===== config.mk =====
export PLATFORM = sky130hd
export DESIGN_NAME = gb3_queue
export DESIGN_NICKNAME = d
export VERILOG_FILES = /design/src/rtl/gb3_pkg.sv /design/src/rtl/gb3_queue.sv
export SDC_FILE = /design/constraint.sdc
export NUM_CORES = 1
export LEC_CHECK = 0
export BUFFER_PORTS_ARGS = -buffer_cell sky130_fd_sc_hd__buf_2
export CORE_UTILIZATION = 61
export DETAILED_ROUTE_END_ITERATION = 16
export PLACE_DENSITY_LB_ADDON = 0.12
export REMOVE_ABC_BUFFERS = 1
export SETUP_SLACK_MARGIN = 0.5
export SLEW_MARGIN = 20
export SYNTH_ARGS = -nofsm -noshare
export SYNTH_HDL_FRONTEND = slang
export SYNTH_SLANG_ARGS = --single-unit
export TNS_END_PERCENT = 50

===== constraint.sdc =====
create_clock -name i_clk -period 22.9 [get_ports i_clk]
set_input_delay 3.435 -clock i_clk [delete_from_list [all_inputs] [get_ports i_clk]]
set_output_delay 3.435 -clock i_clk [all_outputs]
set_load 0.03 [all_outputs]

===== src/rtl/gb3_pkg.sv =====
// ----------------------------------------------------------------------------
// gb3_pkg
// Shared types and constants of the 3x3 RGB blur.
// ----------------------------------------------------------------------------
package gb3_pkg;
    localparam int MaxWidth  = 1024;
    localparam int MaxHeight = 1024;
    localparam int CoordW    = 10;
    localparam int CfgW      = 11;
    localparam int ChanW     = 8;
    localparam int PixW      = 3 * ChanW;
    localparam int AddrW     = $clog2(MaxWidth);
    localparam int QDepth    = 4;
    localparam int QPtrW     = $clog2(QDepth);

    localparam logic [0:0] RegWidth  = 1'b0;
    localparam logic [0:0] RegHeight = 1'b1;

    localparam logic [CfgW-1:0] WidthReset  = CfgW'(640);
    localparam logic [CfgW-1:0] HeightReset = CfgW'(480);

    typedef logic [PixW-1:0] t_pix;

    // window entry c*3+s: column c (0 left), row s (0 oldest)
    typedef struct packed {
        logic [8:0][PixW-1:0] win;
        logic [CoordW-1:0]    col;
        logic [CoordW-1:0]    row;
        logic [3:0]           emit;
        logic                 col_ge1;
        logic                 col_ge2;
        logic                 row_ge1;
        logic                 row_ge2;
    } t_job;
endpackage


===== src/rtl/gb3_queue.sv =====
// ----------------------------------------------------------------------------
// gb3_queue
// Short job queue between front and back end.
// ----------------------------------------------------------------------------
module gb3_queue (
    input  logic           i_clk,
    input  logic           i_rst_n,
    input  logic           i_push,
    input  gb3_pkg::t_job  i_job,
    output logic           o_ready,
    input  logic           i_pop,
    output logic           o_valid,
    output gb3_pkg::t_job  o_job
);
    import gb3_pkg::*;

    t_job             r_mem [QDepth];
    logic [QPtrW-1:0] r_wptr, r_rptr;
    logic [QPtrW:0]   r_count;
    logic             do_push, do_pop;

    assign o_ready = r_count != (QPtrW+1)'(QDepth);
    assign o_valid = r_count != '0;
    assign o_job   = r_mem[r_rptr];
    assign do_push = i_push && o_ready;
    assign do_pop  = i_pop && o_valid;

    always_ff @(posedge i_clk) begin
        if (do_push) r_mem[r_wptr] <= i_job;
    end

    always_ff @(posedge i_clk) begin
        if (!i_rst_n) begin
            r_wptr  <= '0;
            r_rptr  <= '0;
            r_count <= '0;
        end else begin
            if (do_push) r_wptr <= r_wptr + QPtrW'(1);
            if (do_pop)  r_rptr <= r_rptr + QPtrW'(1);
            if (do_push && !do_pop) r_count <= r_count + (QPtrW+1)'(1);
            else if (!do_push && do_pop) r_count <= r_count - (QPtrW+1)'(1);
        end
    end
endmodule


### Word-level counts from Yosys, hierarchy flattened

Memories as Yosys holds them, arrays and structs flattened. A register that Yosys moved wholly into a read port is not among the register bits.
Index checks and enable logic that the tools add are counted.

| word-level totals | value |
|---|---|
| memories | 1 |
| memory bits (writable) | 976 |
| input bits | 248 |
| logic and storage cells | 23 |
| register bits | 7 |
| output and inout bits | 246 |

| cells by class | value |
|---|---|
| reduce and logical (&&, ||, !) cells | 8 |
| add/subtract/negate cells | 4 |
| equality and inequality tests | 1 |
| muxes and demuxes | 6 |

Memories:

| name | depth | bits a word | read ports | clocked after Yosys merged registers in | write ports | RTL line | text |
|---|---|---|---|---|---|---|---|
| r_mem | 4 | 244 | 1 | 1 | 1 | gb3_queue.sv:17 | `t_job r_mem [QDepth];` |

Operators by type and width:

| operator | count |
|---|---|
| $mux 3 | 2 |
| $add 2x1->2 const B | 2 |
| $logic_and 1x1->1 | 4 |
| $mux 2 | 2 |
| $add 3x1->3 const B | 1 |
| $ne 3x3->1 const B | 1 |
| $reduce_bool 3->1 | 1 |
| $sub 3x1->3 const B | 1 |
| $logic_not 1->1 | 2 |
| $mux 1 | 2 |
| $reduce_bool 2->1 | 1 |

### Logic depth before layout (Yosys ltp)

Gate-level depths: netlist (run 1).

| logic depth | value |
|---|---|
| depth after elaboration | 6 |
| depth in mapped cells | 8 |

### Worst setup path before layout (run 1)

Ideal clock, no wire load.

| timing | value |
|---|---|
| path type | input to register |
| start point | input i_push |
| end point | memory r_mem[0][0] (netlist name) (enable) |
| arrival time | 9298 ps |
| stages on the path | 2 |
| buffers on the path | 0 |
| required time | 22264 ps |
| setup time | 636 ps |
| path slack | 12967 ps |
| cells stage by stage | a21boi_2 > and2_1 |

| on the way | value |
|---|---|
| longest elaborated chain between the ends | 3 |

RTL lines:

| element | RTL line | text |
|---|---|---|
| start: declaration | gb3_queue.sv:8 | `input logic i_push,` |
| $logic_and 1x1->1 | gb3_queue.sv:25 | `assign do_push = i_push && o_ready;` |
| $mux 1 | gb3_queue.sv:29 | `if (do_push) r_mem[r_wptr] <= i_job;` |
| $mux 1 (implied by the code) | gb3_queue.sv:29 |  |
| end: declaration | gb3_queue.sv:17 |  |

No other way between the ends.

==> results.toml, run 1 <==
[drt]
drc = 0
dr_total_vias = 15992
ant_nets = 0
routed_via_density = 5.87
drt_pass1_iterations = 5
drt_wl_total_um = 70500
drtIter0Drc = 1082
avgRoutedWirePerCell_um = 25.9

[timing]
relSlewSlack_pct = 31.1
finalMaxSlewViolations = 0
fin_setup_tns_ps = 0
final.min_clock_period_ps = 7570
clock.fmax_ghz = 0.132
setup_violations = 0
rsz0062_at_grt = "no"
fin_skew_ps = 23.1
tightest_slew_ps = 1030
period_share_pct = 33.1
final_hold_viol_count = 0

[global_routing]
first_global_vias = 16692
grt_overflow = 0
grt_antenna_before_repair = 28
grt_pass1_wl_um = 103000
grt_max_degree = 142
grtUsageTotal_pct = 23.9

[setup_path]
worstPathArrival_ps = 4140
required_ps = 19470
start_kind = "flip-flop"
r2r_slack_ps = 19100
r2r_end = "r_mem[1][181]$_DFFE_PP_"
critical_path_peak_fanout = 49
critical_path_class = "flip-flop to output pin"
timing.rr.start = "r_count[0]$_SDFFE_PN0P_"
endpoint = "o_job[21]"
critPathCaptureType = "output pin"
reg2regPathDepth = 5

[min_path]
hold_path.class = "flip-flop to flip-flop"
hp-start = "r_wptr[1]$_SDFFE_PN0P_"

[synth]
synth-edff-count = 976
ys_types = 22
synth-seq-cells = 985
synth_cells = 1322
synth_top_area_share_pct = 82.2
synthTopCellsByCount = "edfxtp_1, mux4_2, buf_2"
synth_area_sq_um = 35700
ys.flop_type = "edfxtp_1"
yosysWarningCount = 0
ys_seq_area_share_pct = 82.7
synth-async-reset-ratio_pct = 0
yosysMostFrequentCell = "edfxtp_1"
yosysTopAreaCell = "edfxtp_1"
netlist_top_cells_area = "edfxtp_1, mux4_2, buf_6, dfxtp_1, buf_2"
syn-mean-instance-area_sq_um = 27.0

[place]
dp.cells = 2538
place.port_buffers = 493
gp_congestion = 0.779
dp_hpwl_um = 41700
dpl_cell_area_sq_um = 38900

[floorplan]
start_util_pct = 61.8
die_height_um = 244
rows = 88
core-area_sq_um = 57700
io_pins = 494
dieArea_sq_um = 59400
dieWidth_um = 244

[clock_tree]
cts_made_buffers = 94
h-tree-depth = 3
hold_buffers = 0
root_buffer = "clkbuf_16"
cts.clk_slew.worst_paths_ps = 70
cts_tree = "done"
cts.sinks = 985
cts_resized = 0
clk_latency_ps = 640
clock_path_buffers = 3
postCtsSetupBuffers = 0

[finish]
fillers = 3316
final-instance-count-excl-fill = 2724
drive_above_1_share_pct = 45.8
finalInstanceArea_sq_um = 42000
fin_nets = 2123
final_util_pct = 72.7
syn2layout_area_growth_pct = 17.7

[pwr]
switching_share_pct = 30.9
ir_worst_vdd_uv = 97.0
p_comb_share_pct = 26.8
p_clk_share_pct = 29.4
p_switching_mw = 1.59
total_power_mw = 5.15
p_seq_share_pct = 43.8
p_int_mw = 3.56
p_per_area_nw_per_um2 = 123
p_leak_nw = 13.9

[run_status]
status = "finished clean"

[job]
maxCapViolations = 0
## how the worst min path moves through the flow
stage | depth (start not counted) | end | slack (ps)
after floorplan | 2 | r_wptr[1]$_SDFFE_PN0P_ | 470
after global placement | 2 | r_wptr[1]$_SDFFE_PN0P_ | 480
after detailed placement | 2 | r_wptr[1]$_SDFFE_PN0P_ | 500
after CTS | 2 | r_wptr[0]$_SDFFE_PN0P_ | 500
after global routing | 2 | r_wptr[0]$_SDFFE_PN0P_ | 530
final | 2 | r_wptr[1]$_SDFFE_PN0P_ | 500
## worst max-delay path, stage by stage (launching register included)
cell and delay (ps):
dfxtp_4 870, buf_4 840, buf_4 880, mux4_2 610, buf_2 200
## metrics by stage
step	hold WS, ps	setup slack [ps]
CTS	503	15100
floorplan	468	8410
global route	530	14890
finish	503	15330
global placement	481	15770
detailed placement	496	15780
## layout make-up
class / instances / area [sq um] / area share (%)
antenna: 14 / 35.0 / 0.0835
clock buffer: 113 / 2440 / 5.83
clock inverter: 59 / 601 / 1.43
inverter: 3 / 11.3 / 0.0268
multi-input combinational: 279 / 5780 / 13.8
sequential: 985 / 29500 / 70.3
tap: 765 / 957 / 2.28
timing repair buffer: 506 / 2640 / 6.29
## power groups by stage
stage | sequential (mW) | combinational (mW) | clock [mW]
after floorplan | 2.40 | 1.02 | 0
after global placement | 2.29 | 1.40 | 0
after detailed placement | 2.30 | 1.40 | 0
after CTS | 2.26 | 1.40 | 1.55
after global routing | 2.28 | 1.45 | 1.61
final | 2.26 | 1.38 | 1.52
## state kept, by name, summed over array words and instances, names as in the netlist, named ones only
name,cells
r_count,3
r_mem,976
r_rptr,2
r_wptr,2
## cell families after synthesis
group / Yosys count / share of synthesized area (%)
simple gates: 17 / 0.256
flops: 985 / 82.7
mux: 247 / 15.5
xor+xnor: 4 / 0.0983
buf+inv: 58 / 1.10
compound gates: 5 / 0.112
fa+ha+maj: 6 / 0.232
## per-layer routing
metal	track usage, %	wire (um)	vias to the layer above
li1	-	-	6888
met1	31.3	26900	8387
met2	37.8	35500	530
met3	8.25	5690	153
met4	8.40	2200	34
met5	0	217	-
## layout by cell type (no fill, tap or decap), types with 3 or more instances in the layout
cell        synthesis  routed
clkinvlp_4          0       7
diode_2             0      14
inv_1               3       3
clkbuf_1           10      18
xnor2_1             3       3
dfxtp_1             9       7
and2_1              8       4
clkbuf_16           0      95
buf_2              26     493
clkinv_1            0      21
buf_4               0       7
nand2_1             5       5
bufinv_16           0      10
clkinv_2            0      14
mux4_2            244     244
and2_4              0       4
ha_1                5       5
mux2i_1             3       3
buf_12              0       6
edfxtp_1          976     976
No activity file was read; power rests on OpenSTA's default activity.
==> inputs of run 2 (changes only) <==
--- a/config.mk
+++ b/config.mk
@@ -6,7 +6,7 @@
 export NUM_CORES = 1
 export LEC_CHECK = 0
 export BUFFER_PORTS_ARGS = -buffer_cell sky130_fd_sc_hd__buf_2
-export CORE_UTILIZATION = 61
+export CORE_UTILIZATION = 57
 export DETAILED_ROUTE_END_ITERATION = 16
 export PLACE_DENSITY_LB_ADDON = 0.12
 export REMOVE_ABC_BUFFERS = 1
==> constraint.sdc (replaced) <==
create_clock -name i_clk -period 7.75 [get_ports i_clk]
set_input_delay 1.1625 -clock i_clk [delete_from_list [all_inputs] [get_ports i_clk]]
set_output_delay 1.1625 -clock i_clk [all_outputs]
set_load 0.03 [all_outputs]
==> results.toml, run 2 (same netlist as run 1, synthesis figures left out) <==
[run_status]
status = "finished clean"

[finish]
reg_top3 = "r_mem: 976 flops, r_count: 3 flops"
seq_area_sq_um = 29500
syn2layout_area_growth_pct = 18.0
final_util_pct = 68.2
fin_nets = 2125
multiInputGateArea_sq_um = 5780
largest_register = "r_mem"
layout_common_cells = "edfxtp_1, buf_2, mux4_2, clkbuf_16, clkinv_2"
largest_reg_flops = 976
fillers = 3853
drive_above_1_share_pct = 45.9
final_common_cell = "edfxtp_1"

[timing]
setup_violations = 0
clock.fmax_ghz = 0.224
relSlewSlack_pct = 11.8
period_share_pct = 57.5
final_hold_viol_count = 0
tightest_slew_ps = 1320
finalMaxSlewViolations = 0
fin_skew_ps = 19.2
final.min_clock_period_ps = 4460
rsz0062_at_grt = "no"

[drt]
drc = 0
routed_via_density = 5.65
drtIter0Drc = 1095
ant_nets = 0
dr_total_vias = 15808
avgRoutedWirePerCell_um = 24.9
drt_wl_total_um = 69800
drt_pass1_iterations = 5

[clock_tree]
h-tree-depth = 3
hold_buffers = 0
cts.sinks = 985
postCtsSetupBuffers = 0
cts_made_buffers = 95
cts.clk_slew.worst_paths_ps = 60
root_buffer = "clkbuf_16"
clock_path_buffers = 3
cts_resized = 0
clk_latency_ps = 640
cts_tree = "done"

[setup_path]
start_kind = "flip-flop"
worstPathArrival_ps = 3290
critPathCaptureType = "output pin"
critical_path_peak_fanout = 74
critical_path_class = "flip-flop to output pin"
required_ps = 6590

[floorplan]
dieWidth_um = 252
rows = 91
io_pins = 494
core-area_sq_um = 61700
die_height_um = 252
dieArea_sq_um = 63600
start_util_pct = 57.8

[min_path]
hold_path.class = "flip-flop to flip-flop"

[global_routing]
grt_max_degree = 168
grtUsageTotal_pct = 22.1
first_global_vias = 16334
grt_overflow = 0
grt_antenna_before_repair = 27
grt_pass1_wl_um = 102000

[place]
dp_hpwl_um = 40700
place.port_buffers = 493
gp_congestion = 0.762

[pwr]
total_power_mw = 15.2
p_per_area_nw_per_um2 = 361
p_leak_nw = 14.0
ir_worst_vdd_uv = 338

[job]
maxCapViolations = 0
run 2: cell types whose count changed in the layout (fill, tap and decap cells not counted), sizes merged:
cell,change
clkbuf,+4
diode,-4
clkinv,+3
clkinvlp,-3
buf,+1
bufinv,-1
run 2: power by group:
group          total, mW  internal, mW  switching, mW
Sequential          6.66          6.47          0.191
Combinational       4.09          1.48           2.61
Clock               4.44          2.58           1.87
run 2: final timing paths:
kind / start / to / slack, ps / cells past startpoint
hold reg to reg: r_wptr[0]$_SDFFE_PN0P_ / r_wptr[0]$_SDFFE_PN0P_ / 510 / 2
setup / recovery: flip-flop / o_job[34] / 3290 / 4
setup reg to reg: r_count[0]$_SDFFE_PN0P_ / r_mem[3][70]$_DFFE_PP_ / 4950 / 4
hold / removal: r_wptr[0]$_SDFFE_PN0P_ / r_wptr[0]$_SDFFE_PN0P_ / 510 / 2
run 2: metal layers:
layer	global-route usage, %	vias to the layer above	part of all wire [%]
met5	0	-	0.31
met4	7.58	34	2.5
met3	7.63	138	8.3
met2	35.4	513	51
met1	28.4	8243	38
li1	-	6880	-
run 2: worst max-delay path, cell delays in order, from the launching register on:
cell     delay, ps
dfxtp_4        890
buf_12         370
buf_16         450
mux4_2         600
buf_2          200
run 2: layout make-up:
| cell class | count | share of cell area [%] |
|---|---|---|
| repair buffers | 507 | 6.42 |
| flip-flops and latches | 985 | 70.1 |
| well taps | 837 | 2.49 |
| diodes | 10 | 0.0595 |
| clock inverters | 58 | 1.26 |
| multi-input cells | 279 | 13.7 |
| clock buffers | 117 | 5.90 |
| inverters | 3 | 0.0268 |
run 2: metrics by stage:
stage               setup WS (ps)  area [sq um]  std cells  setup TNS (ps)  hold slack, ps
floorplan                   -4470         35300       1267        -1089680             468
global placement             3880         39000       2609               0             480
detailed placement           3880         39000       2609               0             507
CTS                          3200         42000       2784               0             513
global route                 2990         42100       2791               0             535
finish                       3290         42100       2796               0             513
==> inputs of run 3 (changes only) <==
==> constraint.sdc (replaced) <==
create_clock -name i_clk -period 4.55 [get_ports i_clk]
set_input_delay 0.6825 -clock i_clk [delete_from_list [all_inputs] [get_ports i_clk]]
set_output_delay 0.6825 -clock i_clk [all_outputs]
set_load 0.03 [all_outputs]
==> results.toml, run 3 (same netlist as run 1, synthesis figures left out) <==
[timing]
finalMaxSlewViolations = 0
tightest_slew_ps = 980
setup_violations = 0
period_share_pct = 77.8
worst_slack_ps = 1010
relSlewSlack_pct = 34.7
clock.fmax_ghz = 0.283
final.min_clock_period_ps = 3540
final_hold_viol_count = 0
fin_skew_ps = 16.5
rsz0062_at_grt = "no"

[clock_tree]
root_buffer = "clkbuf_16"
cts.sinks = 985
clock_path_buffers = 3
cts_resized = 0
clk_latency_ps = 650
cts.clk_slew.worst_paths_ps = 60
postCtsSetupBuffers = 0
hold_buffers = 0
h-tree-depth = 3
cts_made_buffers = 97
cts_tree = "done"

[finish]
multiInputGateArea_sq_um = 5780
seq_area_sq_um = 29500
final_common_cell = "edfxtp_1"
layout_common_cells = "edfxtp_1, buf_2, mux4_2, clkbuf_16, clkinv_2"
reg_top3 = "r_mem: 976 flops, r_count: 3 flops"
fillers = 3879
syn2layout_area_growth_pct = 19.3
finalInstanceArea_sq_um = 42500
fin_nets = 2148
largest_register = "r_mem"
final-instance-count-excl-fill = 2823
drive_above_1_share_pct = 46.9
largest_reg_flops = 976

[place]
dp_slack_ps = 1590
dpl_cell_area_sq_um = 39300
dp_hpwl_um = 43900
place.port_buffers = 493
gp_congestion = 0.784
dp.cells = 2632

[floorplan]
core-area_sq_um = 61700
start_util_pct = 57.8
io_pins = 494
rows = 91
die_height_um = 252
dieArea_sq_um = 63600
dieWidth_um = 252

[setup_path]
worstPathArrival_ps = 2860
r2r_slack_ps = 1990
required_ps = 3870
critPathCaptureType = "output pin"
critical_path_class = "flip-flop to output pin"
start_kind = "flip-flop"
critical_path_peak_fanout = 39

[pwr]
p_leak_nw = 14.2
ir_worst_vdd_uv = 438
p_per_area_nw_per_um2 = 618

[global_routing]
grt_antenna_before_repair = 34
grt_pass1_wl_um = 104000
grt_max_degree = 90
first_global_vias = 16773
grt_overflow = 0
grtUsageTotal_pct = 22.6

[min_path]
hold_path.class = "input pin to flip-flop"

[run_status]
status = "finished clean"

[drt]
avgRoutedWirePerCell_um = 25.3
drc = 0
ant_nets = 0
routed_via_density = 5.69
drtIter0Drc = 1061
drt_wl_total_um = 71300
drt_pass1_iterations = 5
dr_total_vias = 16061

[job]
maxCapViolations = 0
run 3: cell types whose count changed in the layout (fill, tap and decap cells not counted), moves of 3 or more:
cell	previous run	this run
clkinv_1	18	15
diode_2	10	19
buf_12	7	21
inv_6	4	1
clkbuf_16	96	99
clkbuf_1	21	14
buf_4	5	14
run 3: path summary, 6_finish.rpt:
check | start | endpoint | depth (start not counted)
worst max-delay path | flip-flop | o_job[136] | 3
worst min register to register | r_wptr[1]$_SDFFE_PN0P_ | r_wptr[1]$_SDFFE_PN0P_ | 2
worst max register to register | r_count[0]$_SDFFE_PN0P_ | r_mem[0][80]$_DFFE_PP_ | 4
worst min-delay path | i_job[103] | r_mem[0][103]$_DFFE_PP_ | 1
run 3: area by class of cell:
type,instances,area share (%)
diodes,19,0.112
clock buffers,113,5.95
clock inverters,59,1.47
inverters,3,0.0265
multi-input cells,279,13.6
flip-flops and latches,985,69.3
well taps,837,2.46
repair buffers,528,7.04
run 3: metal layers:
layer	vias to the layer above	GRT usage (%)	routed length, um
met3	166	7.56	5930
met5	-	0	231
met2	511	36.0	36300
met4	36	9.18	2410
li1	6947	-	-
met1	8401	28.8	26400
run 3: critical path, cell delays in order, from the launching register on:
cell and delay [ps]:
dfxtp_4 940, buf_4 450, mux4_2 590, buf_2 200
run 3: through the flow:
step                power [mW]  hold slack, ps   TNS, ps  utilization, %
finish                    26.3             247         0            68.9
global route              27.2             215         0            68.9
CTS                       26.6             206         0            68.8
detailed placement        18.7             496         0            63.7
global placement          18.7             479         0            63.7
floorplan                 15.8             468  -4321040               -
run 3: power by group:
group / leakage, nW / switching, mW / internal [mW]
Clock: 1.55 / 3.24 / 4.61
Combinational: 3.61 / 4.47 / 2.61
Sequential: 9.02 / 0.353 / 11.0
