===== config.mk =====
export PLATFORM = sky130hd
export DESIGN_NAME = gb3_back_flat
export DESIGN_NICKNAME = d
export VERILOG_FILES = /design/src/rtl/gb3_pkg.sv /design/src/rtl/gb3_res_if.sv /design/src/rtl/gb3_back.sv /design/src/flat_wrapper.sv
export SDC_FILE = /design/constraint.sdc
export NUM_CORES = 1
export LEC_CHECK = 0
export BUFFER_PORTS_ARGS = -buffer_cell sky130_fd_sc_hd__clkbuf_2
export CAP_MARGIN = 20
export CORE_AREA = 10 10 242 244
export CTS_CLUSTER_DIAMETER = 30
export DETAILED_ROUTE_END_ITERATION = 12
export DIE_AREA = 0 0 252 254
export PLACE_DENSITY_LB_ADDON = 0.05
export SLEW_MARGIN = 20
export SYNTH_ARGS = -nofsm -noshare
export SYNTH_HDL_FRONTEND = slang
export SYNTH_SLANG_ARGS = --single-unit
export TNS_END_PERCENT = 30

===== constraint.sdc =====
create_clock -name i_clk -period 23.6 [get_ports i_clk]
set_clock_uncertainty 0.2 [all_clocks]
set_input_delay 3.54 -clock i_clk [delete_from_list [all_inputs] [get_ports i_clk]]
set_output_delay 3.54 -clock i_clk [all_outputs]
set_load 0.1 [all_outputs]

===== src/rtl/gb3_pkg.sv =====
// ----------------------------------------------------------------------------
// gb3_pkg
// Shared types and constants of the 3x3 RGB blur.
// ----------------------------------------------------------------------------
package gb3_pkg;
    localparam int MaxWidth  = 1024;
    localparam int MaxHeight = 1024;
    localparam int CoordW    = 10;
    localparam int CfgW      = 11;
    localparam int ChanW     = 8;
    localparam int PixW      = 3 * ChanW;
    localparam int AddrW     = $clog2(MaxWidth);
    localparam int QDepth    = 4;
    localparam int QPtrW     = $clog2(QDepth);

    localparam logic [0:0] RegWidth  = 1'b0;
    localparam logic [0:0] RegHeight = 1'b1;

    localparam logic [CfgW-1:0] WidthReset  = CfgW'(640);
    localparam logic [CfgW-1:0] HeightReset = CfgW'(480);

    typedef logic [PixW-1:0] t_pix;

    // window entry c*3+s: column c (0 left), row s (0 oldest)
    typedef struct packed {
        logic [8:0][PixW-1:0] win;
        logic [CoordW-1:0]    col;
        logic [CoordW-1:0]    row;
        logic [3:0]           emit;
        logic                 col_ge1;
        logic                 col_ge2;
        logic                 row_ge1;
        logic                 row_ge2;
    } t_job;
endpackage


===== src/rtl/gb3_res_if.sv =====
// ----------------------------------------------------------------------------
// gb3_res_if
// Output result channel.
// ----------------------------------------------------------------------------
interface gb3_res_if;
    logic       valid;
    logic       ready;
    logic [7:0] out_red;
    logic [7:0] out_green;
    logic [7:0] out_blue;
    logic [9:0] out_col;
    logic [9:0] out_row;
    logic       last_of_run;
    logic       frame_done;
    modport source (output valid, out_red, out_green, out_blue, out_col, out_row,
                    last_of_run, frame_done, input ready);
    modport sink (input valid, out_red, out_green, out_blue, out_col, out_row,
                  last_of_run, frame_done, output ready);
endinterface


===== src/rtl/gb3_back.sv =====
// ----------------------------------------------------------------------------
// gb3_back
// Walks the results of the head job, one per cycle unless the output stalls,
// computes the weighted sums and holds each result in the output register.
// ----------------------------------------------------------------------------
module gb3_back (
    input  logic           i_clk,
    input  logic           i_rst_n,
    input  logic           i_job_valid,
    input  gb3_pkg::t_job  i_job,
    output logic           o_pop,
    gb3_res_if.source      m_res
);
    import gb3_pkg::*;

    logic [3:0]        r_done, pend, sel;
    logic [1:0]        k;
    logic              last_sel, fire, can_load, r_ov;
    logic [1:0]        lc, cc, ts, ms;
    logic [CoordW-1:0] ocol, orow;
    logic [7:0]        res [3];

    assign pend = i_job.emit & ~r_done;

    always_comb begin
        sel = 4'b0000;
        k   = 2'd0;
        for (int i = 3; i >= 0; i--) begin
            if (pend[i]) begin
                sel = 4'b0001 << i;
                k   = 2'(i);
            end
        end
    end

    assign last_sel = (pend & ~sel) == 4'b0000;
    assign can_load = !r_ov || m_res.ready;
    assign fire     = i_job_valid && can_load;
    assign o_pop    = fire && last_sel;

    always_comb begin
        if (k[0]) begin
            lc   = i_job.col_ge1 ? 2'd1 : 2'd2;
            cc   = 2'd2;
            ocol = i_job.col;
        end else begin
            lc   = i_job.col_ge2 ? 2'd0 : 2'd1;
            cc   = 2'd1;
            ocol = i_job.col - CoordW'(1);
        end
        if (k[1]) begin
            ts   = i_job.row_ge1 ? 2'd1 : 2'd2;
            ms   = 2'd2;
            orow = i_job.row;
        end else begin
            ts   = i_job.row_ge2 ? 2'd0 : 2'd1;
            ms   = 2'd1;
            orow = i_job.row - CoordW'(1);
        end
    end

    // vertical 1-2-1 of one column, one channel
    function automatic logic [9:0] vsum(input logic [8:0][PixW-1:0] w, input logic [1:0] c,
                                        input logic [1:0] t, input logic [1:0] m,
                                        input int ch);
        logic [7:0] vt, vm, vb;
        vt = w[4'(c) * 4'd3 + 4'(t)][ch*8 +: 8];
        vm = w[4'(c) * 4'd3 + 4'(m)][ch*8 +: 8];
        vb = w[4'(c) * 4'd3 + 4'd2][ch*8 +: 8];
        return 10'(vt) + {1'b0, vm, 1'b0} + 10'(vb);
    endfunction

    always_comb begin
        for (int ch = 0; ch < 3; ch++) begin
            logic [11:0] s;
            s = 12'(vsum(i_job.win, lc, ts, ms, ch))
              + {1'b0, vsum(i_job.win, cc, ts, ms, ch), 1'b0}
              + 12'(vsum(i_job.win, 2'd2, ts, ms, ch));
            res[ch] = s[11:4];
        end
    end

    assign m_res.valid = r_ov;

    always_ff @(posedge i_clk) begin
        if (fire) begin
            m_res.out_red     <= res[2];
            m_res.out_green   <= res[1];
            m_res.out_blue    <= res[0];
            m_res.out_col     <= ocol;
            m_res.out_row     <= orow;
            m_res.last_of_run <= last_sel;
            m_res.frame_done  <= k == 2'd3;
        end
    end

    always_ff @(posedge i_clk) begin
        if (!i_rst_n) begin
            r_ov   <= 1'b0;
            r_done <= 4'b0000;
        end else begin
            if (fire) r_ov <= 1'b1;
            else if (m_res.ready) r_ov <= 1'b0;
            if (fire) r_done <= last_sel ? 4'b0000 : (r_done | sel);
        end
    end
endmodule


===== src/flat_wrapper.sv =====
// flat-port wrapper written by rule: the top's interface ports become plain ports
module gb3_back_flat import gb3_pkg::*;
  (i_clk, i_rst_n, i_job_valid, i_job, o_pop, m_res_valid, m_res_out_red, m_res_out_green, m_res_out_blue, m_res_out_col, m_res_out_row, m_res_last_of_run, m_res_frame_done, m_res_ready);
  gb3_res_if m_res_i ();
  input  logic i_clk;
  input  logic i_rst_n;
  input  logic i_job_valid;
  input  gb3_pkg::t_job i_job;
  output logic o_pop;
  output wire logic [$bits(m_res_i.valid)-1:0] m_res_valid;
  output wire logic [$bits(m_res_i.out_red)-1:0] m_res_out_red;
  output wire logic [$bits(m_res_i.out_green)-1:0] m_res_out_green;
  output wire logic [$bits(m_res_i.out_blue)-1:0] m_res_out_blue;
  output wire logic [$bits(m_res_i.out_col)-1:0] m_res_out_col;
  output wire logic [$bits(m_res_i.out_row)-1:0] m_res_out_row;
  output wire logic [$bits(m_res_i.last_of_run)-1:0] m_res_last_of_run;
  output wire logic [$bits(m_res_i.frame_done)-1:0] m_res_frame_done;
  input wire logic [$bits(m_res_i.ready)-1:0] m_res_ready;
  assign m_res_valid = m_res_i.valid;
  assign m_res_out_red = m_res_i.out_red;
  assign m_res_out_green = m_res_i.out_green;
  assign m_res_out_blue = m_res_i.out_blue;
  assign m_res_out_col = m_res_i.out_col;
  assign m_res_out_row = m_res_i.out_row;
  assign m_res_last_of_run = m_res_i.last_of_run;
  assign m_res_frame_done = m_res_i.frame_done;
  assign m_res_i.ready = m_res_ready;
  gb3_back u_core (.i_clk(i_clk), .i_rst_n(i_rst_n), .i_job_valid(i_job_valid), .i_job(i_job), .o_pop(o_pop), .m_res(m_res_i));
endmodule

# [Word level (Yosys, flattened, before mapping)]
# Index checks and enable logic that the tools add are counted.
[totals] register_bits=51 inputBits=248 elab_cells=102 output_inout_bits=48 n_memories=0 latch_bits=0 ramBits=0 mem_bits_ro=0
[op_classes] div=0 add_sub_neg=34 n_shift=0 reduce_logical=6 n_mux=37 eq_ne=1 n_mul=2 bitwise=5 order_cmp=8
[op_table] op="binary-select mux 24 bit (select 4 bit)" count=8
[op_table] op="two-way mux 24 bit" count=8
[op_table] op="adder 10 x 8 -> 10 bit" count=9
[op_table] op="adder 8 x 9 -> 10 bit" count=9
[op_table] op="< comparator 4 x 5 -> 1 bit (second input constant)" count=8
[op_table] op="adder 10 x 11 -> 12 bit" count=3
[op_table] op="adder 12 x 10 -> 12 bit" count=3
[op_table] op="two-way mux 10 bit" count=2
[op_table] op="two-way mux 2 bit" count=10
[op_table] op="two-way mux 4 bit" count=5
[op_table] op="subtractor 10 x 1 -> 10 bit (second input constant)" count=2
[op_table] op="adder 4 x 2 -> 4 bit" count=4
[op_table] op="adder 3 x 2 -> 4 bit (first input constant)" count=2
[op_table] op="adder 4 x 2 -> 4 bit (second input constant)" count=2
[op_table] op="bitwise AND 4 bit" count=2
[op_table] op="multiplier 2 x 2 -> 4 bit (second input constant)" count=2
[op_table] op="NOT 4 bit" count=2
[op_table] op="zero test 4 bit" count=1
[op_table] op="two-way mux 1 bit" count=4
[op_table] op="bitwise OR 4 bit" count=1
[op_table] op="== test 2 bit (second input constant)" count=1
[op_table] op="logical AND 1 bit" count=2
[op_table] op="nonzero test 2 bit" count=1
[op_table] op="zero test 1 bit" count=1
[op_table] op="logical OR 1 bit" count=1

# [Depth between registers and ports, before layout]
# Gate-level depths: netlist of the first run.
[depth] word_depth=15 depth_mapped=38 mapped_depth_nobuf=34

# [Worst setup path after synthesis of the first run]
# Ideal clock, no wire load.
[synth_path] path_kind="input to register" from="input port i_job[4] (netlist name)" to="register u_core.m_res.out_red[7] (data pin)" n_path_buf=4 required_time_ns=23.135 arrival_ns=11.421 setup_ns=0.265 path_stages=33 path_slack_ns=11.714 cell_sequence="nor2b_1 -> buf_2 -> a2111oi_4 -> buf_4 -> a21o_1 -> inv_1 -> ha_1 -> buf_2 -> clkbuf_1 -> mux4_2 -> or2_2 -> a32oi_1 -> fa_1 -> inv_1 -> ha_1 -> a21o_1 -> a21oi_1 -> o21ai_0 -> a21oi_1 -> xor2_1 -> fa_1 -> fa_1 -> fa_1 -> fa_1 -> inv_1 -> ha_1 -> a21oi_1 -> nor2b_1 -> o21ai_0 -> nand2b_1 -> a221o_1 -> a41oi_1 -> xor2_1"
[synth_lines] element="start, declared" line_no="flat_wrapper.sv:8" source="input gb3_pkg::t_job i_job;"
[synth_lines] element="end signal, assigned" line_no="gb3_back.sv:87" source="m_res.out_red <= res[2];"
[synth_lines] element="end, declared" line_no="gb3_res_if.sv:15" source="modport source (output valid, out_red, out_green, out_blue, out_col, out_row,"

==> results.yml, run 1 <==
hold_path:
  min_path_type: "reg2reg"
  min_path_cells: 2
  hp-start: "u_core.r_done[1]$_SDFFE_PN0P_"
  hold-path-endpoint: "u_core.r_done[1]$_SDFFE_PN0P_"
clock_network:
  cts_buffers: 5
  cts-root-buf: "clkbuf_16"
  clock_sinks: 51
  cts_resized: 0
  h-tree-depth: 2
  cts_setup_buffers: 0
  cts_hold_buf: 0
  cts_tree: "yes"
  clk_pin_slew_ns: 0.10
  worstSkewPairLatency_ns: 0.34
  clockBufferDepth: 2
final_layout:
  fillers: 5639
  nNetsFinal: 2348
  layout_commonest_cell: "clkbuf_2"
  syn2layout_area_growth_pct: 14.77
  fin_area_um2: 18240
  layout_common_cells: "clkbuf_2, nand2_1, inv_1"
  drive_gt1_share_pct: 28.66
  regArea_um2: 1481
  multi_input_area_um2: 13220
die:
  core-area_um2: 53600
  die_h_um: 254
  ios: 296
  die_area_um2: 64010
  initial_core_util_pct: 29.64
  rows: 85
  die_x_um: 252
critical_path:
  crit_path_max_incr_delay_ns: 1.01
  required_ns: 23.51
  r2r-start: "u_core.r_done[2]$_SDFFE_PN0P_"
  worstSetupPathType: "in2reg"
  worstSetupEndpointType: "flip-flop"
  worstSetupStartpointType: "input port"
  slowest_stage: "nor2b_2"
  rr_worst_depth: 31
  cpMostUsedCell: "inv_1"
  r2r-end: "u_core.m_res.out_blue[7]$_DFFE_PP_"
  worstPathMaxFanout: 47
  critical_path_arrival_ns: 13.54
  reg2reg_slack_ns: 12.89
yosys:
  yosys_warnings: 0
  synth_xor_area_share_pct: 3.560
  yosys_register_bits: 51
  seq_area_frac_synth_pct: 9.324
  syn_avg_cell_area_um2: 9.463
  syn-cell-area_um2: 15890
  synthArstFlopShare_pct: 0
  synthSimpleGateAreaFrac_pct: 11.21
  yosysUniqueCellTypes: 63
  synth_edf_count: 46
  syn_inst: 1679
  synth_top_family_by_area: "multiplexers"
  synth_flop_cell: "edfxtp_1"
  synth_compound_area_share_pct: 13.97
  synthAdderAreaFrac_pct: 23.59
  muxShareOfSynthArea_pct: 30.08
  syn-num-nets: 2144
sta:
  min_period_ns: 13.64
  rsz0062_at_grt: "false"
  relSlewSlack_pct: 20.73
  setup_tns_ns: 0
  hold_viol: 0
  setup-violations-final: 0
  fmaxAchievable_mhz: 73.34
  drv_slew: 0
  period_share_pct: 57.78
  tightestPinTransition_ns: 1.184
global_routing:
  grtUsageMet3_pct: 3.647
  grt_max_degree: 50
  first_global_vias: 15757
  antenna_found_initial: 1
  grt_use_met2_pct: 38.97
  grt_use_met1_pct: 29.07
  grt_pass1_wl_um: 107400
  busiest_layer: "met2"
  grt-ovfl-total: 0
  gr-usage-all-layers_pct: 22.60
placement:
  place_area_um2: 18080
  dp_hpwl_um: 54430
  gp_congestion: 0.8984
  numPortBuffers: 295
detailed_routing:
  drt_iter0_drc: 1137
  drc_errors: 0
  viasPerCell: 5.743
  routed_wl_um: 73490
  wl_per_cell_um: 28.47
  antenna_left: 0
  drt-pass1-iter-count: 5
  vias: 14822
run_status:
  outcome: "completed"
run:
  max_cap_violations: 0
==> how the worst max path moves through the flow <==
stage          startpoint                                  to  slack (ns)  cells after the start
6_report         i_job[4]  u_core.m_res.out_blue[7]$_DFFE_PP_        9.96                     31
5_1_grt          i_job[4]  u_core.m_res.out_blue[7]$_DFFE_PP_        9.63                     31
4_1_cts          i_job[4]  u_core.m_res.out_blue[7]$_DFFE_PP_       10.07                     31
3_5_place_dp     i_job[4]  u_core.m_res.out_blue[7]$_DFFE_PP_        9.77                     31
3_3_place_gp     i_job[4]  u_core.m_res.out_blue[7]$_DFFE_PP_        9.73                     31
2_1_floorplan    i_job[4]   u_core.m_res.out_red[7]$_DFFE_PP_       11.71                     33
==> cell families after synthesis <==
kind of cell,after synthesis
DFF,51
buffers and inverters,336
adders and majority gates,219
muxes,265
AOI/OAI and AO/OA,334
xor gates and xnor gates,62
and+or+nand+nor,412
==> worst max-delay path: cells and delay by family <==
| kind | cells | cell delay (ns) |
|---|---|---|
| AOI/OAI and AO/OA | 9 | 2.62 |
| xor gates and xnor gates | 2 | 0.47 |
| adders and majority gates | 6 | 2.31 |
| buffers and inverters | 8 | 1.53 |
| and+or+nand+nor | 6 | 3.04 |
==> registers in the layout, indices dropped and copies added (netlist names) <==
name / count
u_core.m_res.out_col: 10
u_core.r_done: 4
u_core.m_res.frame_done: 1
u_core.m_res.out_row: 10
u_core.m_res.last_of_run: 1
u_core.m_res.out_green: 8
u_core.m_res.out_red: 8
u_core.m_res.out_blue: 8
u_core.m_res.valid: 1
==> synth_stat cells, types with 3 or more instances <==
cell type	n	area (um2)
a21oi_1	100	500.5
buf_2	31	155.2
nor4_1	4	25.02
and3_1	5	31.28
nor2b_1	11	68.82
inv_1	199	747.0
nand2_1	200	750.7
a22o_1	24	210.2
o221ai_1	15	131.4
nor2_1	109	409.1
dfxtp_1	5	100.1
xnor2_2	3	48.80
a32oi_1	11	96.34
nand3b_1	3	22.52
a21boi_0	3	22.52
mux4_2	170	3829
ha_1	82	1026
o21ai_0	45	225.2
o21a_1	6	45.04
nand3_1	26	130.1
o22a_1	5	43.79
a31oi_1	15	93.84
o21ai_1	13	65.06
and2_1	3	18.77
xor2_1	24	210.2
nor3_1	19	95.09
o2bb2ai_1	12	105.1
mux2i_1	95	950.9
o211ai_1	6	45.04
a21o_1	23	172.7
or2_2	4	25.02
fa_1	135	2703
xnor2_1	35	306.5
nand2b_1	12	75.07
a221o_1	15	150.1
clkbuf_1	72	270.3
o22ai_1	28	175.2
buf_1	28	105.1
edfxtp_1	46	1381
or2_0	8	50.05
==> area by class of cell <==
cell class                 count  share of cell area (%)
antenna                        1                 0.01372
clock buffer                   5                  0.6862
clock inverter                 3                  0.1510
inverter                     202                   4.186
multi-input combinational   1292                   72.49
sequential                    51                   8.124
tap                          696                   4.776
timing repair buffer         331                   9.579
==> stage by stage <==
| stage | util [%] | std cells | setup WS (ns) | hold slack, ns |
|---|---|---|---|---|
| 2_1_floorplan | - | 1679 | 11.71 | 0.2298 |
| 3_3_place_gp | 33.73 | 2572 | 9.727 | 0.2487 |
| 3_5_place_dp | 33.73 | 2572 | 9.770 | 0.2549 |
| 4_1_cts | 34.01 | 2580 | 10.07 | 0.2773 |
| 5_1_grt | 34.02 | 2581 | 9.630 | 0.3046 |
| 6_report | 34.02 | 2581 | 9.964 | 0.2727 |
==> layer usage <==
metal | wire, um | part of all wire (%) | vias to the layer above
li1 | - | - | 6473
met1 | 31470 | 43 | 7629
met2 | 35940 | 49 | 631
met3 | 4414 | 6.0 | 87
met4 | 1617 | 2.2 | 2
met5 | 43 | 0.059 | -
Power of run 1 is not shown: default switching activity piles up to over one toggle a cycle in this logic, so the estimate is an artifact.
==> run 2, diff against run 1 <==
--- a/config.mk
+++ b/config.mk
@@ -5,12 +5,13 @@
 export SDC_FILE = /design/constraint.sdc
 export NUM_CORES = 1
 export LEC_CHECK = 0
+export ABC_AREA = 1
 export BUFFER_PORTS_ARGS = -buffer_cell sky130_fd_sc_hd__clkbuf_2
 export CAP_MARGIN = 20
-export CORE_AREA = 10 10 242 244
+export CORE_AREA = 10 10 253 255
 export CTS_CLUSTER_DIAMETER = 30
 export DETAILED_ROUTE_END_ITERATION = 12
-export DIE_AREA = 0 0 252 254
+export DIE_AREA = 0 0 263 265
 export PLACE_DENSITY_LB_ADDON = 0.05
 export SLEW_MARGIN = 20
 export SYNTH_ARGS = -nofsm -noshare
==> constraint.sdc (replaced) <==
create_clock -name i_clk -period 11.7 [get_ports i_clk]
set_clock_uncertainty 0.2 [all_clocks]
set_input_delay 1.755 -clock i_clk [delete_from_list [all_inputs] [get_ports i_clk]]
set_output_delay 1.755 -clock i_clk [all_outputs]
set_load 0.1 [all_outputs]
==> results.yml, run 2 <==
die:
  ios: 296
  core-area_um2: 58800
  die_area_um2: 69700
  rows: 89
  die_h_um: 265
  die_x_um: 263
  initial_core_util_pct: 29.83
clock_network:
  clock_sinks: 51
  h-tree-depth: 2
  cts_setup_buffers: 0
  worstSkewPairLatency_ns: 0.33
  cts_resized: 0
  cts_tree: "yes"
  cts-root-buf: "clkbuf_16"
  clockBufferDepth: 2
  cts_hold_buf: 0
  cts_buffers: 5
  clk_pin_slew_ns: 0.07
sta:
  fmaxAchievable_mhz: 95.99
  holdWs_ns: 0.2762
  hold_viol: 0
  setup_tns_ns: 0
  tightestPinTransition_ns: 1.192
  relSlewSlack_pct: 20.40
  period_share_pct: 89.04
  min_period_ns: 10.42
  setup-violations-final: 0
  rsz0062_at_grt: "false"
  drv_slew: 0
critical_path:
  worstSetupPathType: "in2reg"
  worstSetupEndpointType: "flip-flop"
  worstPathMaxFanout: 26
  crit_path_max_incr_delay_ns: 0.66
  reg2reg_slack_ns: 2.44
  required_ns: 11.59
  critical_path_arrival_ns: 10.31
  r2r-start: "u_core.r_done[1]$_SDFFE_PN0P_"
  slowest_stage: "inv_2"
  rr_worst_depth: 38
  r2r-end: "u_core.m_res.out_red[5]$_DFFE_PP_"
  worstSetupStartpointType: "input port"
  cpMostUsedCell: "nand2_1"
final_layout:
  layout_commonest_cell: "nand2_1"
  n_antenna_cell: 0
  nNetsFinal: 3478
  layout_common_cells: "nand2_1, inv_1, a21oi_1"
  reg.largest.list: "u_core.m_res.out_col: 10 flops, u_core.m_res.out_row: 10 flops"
  syn2layout_area_growth_pct: 12.92
  drive_gt1_share_pct: 13.24
global_routing:
  first_global_vias: 20804
  grt_pass1_wl_um: 145100
  antenna_found_initial: 3
  grt-ovfl-total: 0
  grt_max_degree: 84
  gr-usage-all-layers_pct: 27.47
yosys:
  synthArstFlopShare_pct: 0
  synth_area_leaders: "fa_1, a21oi_1, o21ai_0"
  syn-cell-area_um2: 17540
  syn_avg_cell_area_um2: 6.138
  synth_flop_cell: "edfxtp_1"
  synthSimpleGateAreaFrac_pct: 20.41
  synth_edf_count: 46
  synth_compound_area_share_pct: 32.11
  syn_inst: 2858
  synthTopCellsByCount: "nand2_1, inv_1, a21oi_1, o21ai_0, nor2_1"
  syn-num-nets: 3323
  yosys_warnings: 0
  yosysUniqueCellTypes: 54
  yosys_register_bits: 51
  synth_top_family_by_area: "compound AO/OA/AOI/OAI gates"
  netlist.area_leader.share_pct: 15.41
  synth.most_common_cell: "nand2_1"
  yosys.area.top_type: "fa_1"
  synthAdderAreaFrac_pct: 21.26
  muxShareOfSynthArea_pct: 0
  seq_area_frac_synth_pct: 8.445
  synth_xor_area_share_pct: 2.782
detailed_routing:
  wl_per_cell_um: 26.45
  vias: 21738
  drt_iter0_drc: 3002
  drt-pass1-iter-count: 7
  drc_errors: 0
  antenna_left: 0
  routed_wl_um: 100200
  viasPerCell: 5.740
run_status:
  outcome: "completed"
hold_path:
  min_path_type: "reg2reg"
  min_path_cells: 2
  hp-start: "u_core.r_done[1]$_SDFFE_PN0P_"
  hold-path-endpoint: "u_core.r_done[1]$_SDFFE_PN0P_"
placement:
  dp_hpwl_um: 75580
  gp_congestion: 0.9776
  numPortBuffers: 295
run:
  max_cap_violations: 0
==> run 2: changes by cell type after synthesis, moves of 126 or more <==
| cell | previous run | this run |
|---|---|---|
| o21ai_0 | 45 | 362 |
| nand2_1 | 200 | 480 |
| a21oi_1 | 100 | 376 |
| inv_1 | 199 | 455 |
| mux4_2 | 170 | 0 |
| nand3_1 | 26 | 152 |
==> run 2: how the worst max path moves through the flow <==
stage                     startpoint                                 to  slack, ns
after CTS                   i_job[4]  u_core.m_res.out_red[7]$_DFFE_PP_       1.43
after detailed placement    i_job[4]  u_core.m_res.out_red[7]$_DFFE_PP_       1.09
after floorplan             i_job[5]  u_core.m_res.out_red[5]$_DFFE_PP_       2.88
after global routing        i_job[4]  u_core.m_res.out_red[7]$_DFFE_PP_       0.94
final                       i_job[5]  u_core.m_res.out_red[5]$_DFFE_PP_       1.28
after global placement      i_job[4]  u_core.m_res.out_red[7]$_DFFE_PP_       1.12
==> run 2: stage by stage <==
stage | instance area [um2] | worst slack, ns | cells | utilization, %
after global routing | 19810 | 0.9351 | 3787 | 33.69
final | 19810 | 1.282 | 3787 | 33.69
after floorplan | 17540 | 2.885 | 2858 | -
after CTS | 19810 | 1.433 | 3787 | 33.69
after detailed placement | 19650 | 1.092 | 3779 | 33.41
after global placement | 19640 | 1.116 | 3779 | 33.41
==> run 2: critical path: cells and delay by family <==
kind,cells,cell delay [ns]
AND/OR/NAND/NOR,15,2.05
XOR/XNOR,1,0.26
buffers and inverters,8,1.51
AO/OA/AOI/OAI,4,0.76
adder cells (fa/ha/maj),10,3.94
==> run 2: cell families after synthesis <==
logic type | count (synthesis)
AOI/OAI and AO/OA | 1008
xor gates and xnor gates | 54
adders and majority gates | 217
buffers and inverters | 668
DFF | 51
and+or+nand+nor | 860
==> run 2: layout make-up <==
type / count / area [um2]
fillers: 6599 / 38990
multi-input cells: 2139 / 13530
repair buffers: 348 / 1912
inverters: 468 / 1759
flip-flops and latches: 51 / 1481
well taps: 773 / 967.2
clock buffers: 7 / 153.9
clock inverters: 1 / 7.507
==> run 2: layer usage <==
metal / routed length (um) / part of all wire, % / global-route usage [%] / up-vias
met5: 46 / 0.046 / 0 / -
met4: 3081 / 3.1 / 8.434 / 6
met3: 10230 / 10 / 5.631 / 176
met2: 43220 / 43 / 42.29 / 1277
met1: 43590 / 44 / 37.86 / 10414
li1: - / - / - / 9865
Power of run 2 is left out for the same reason.
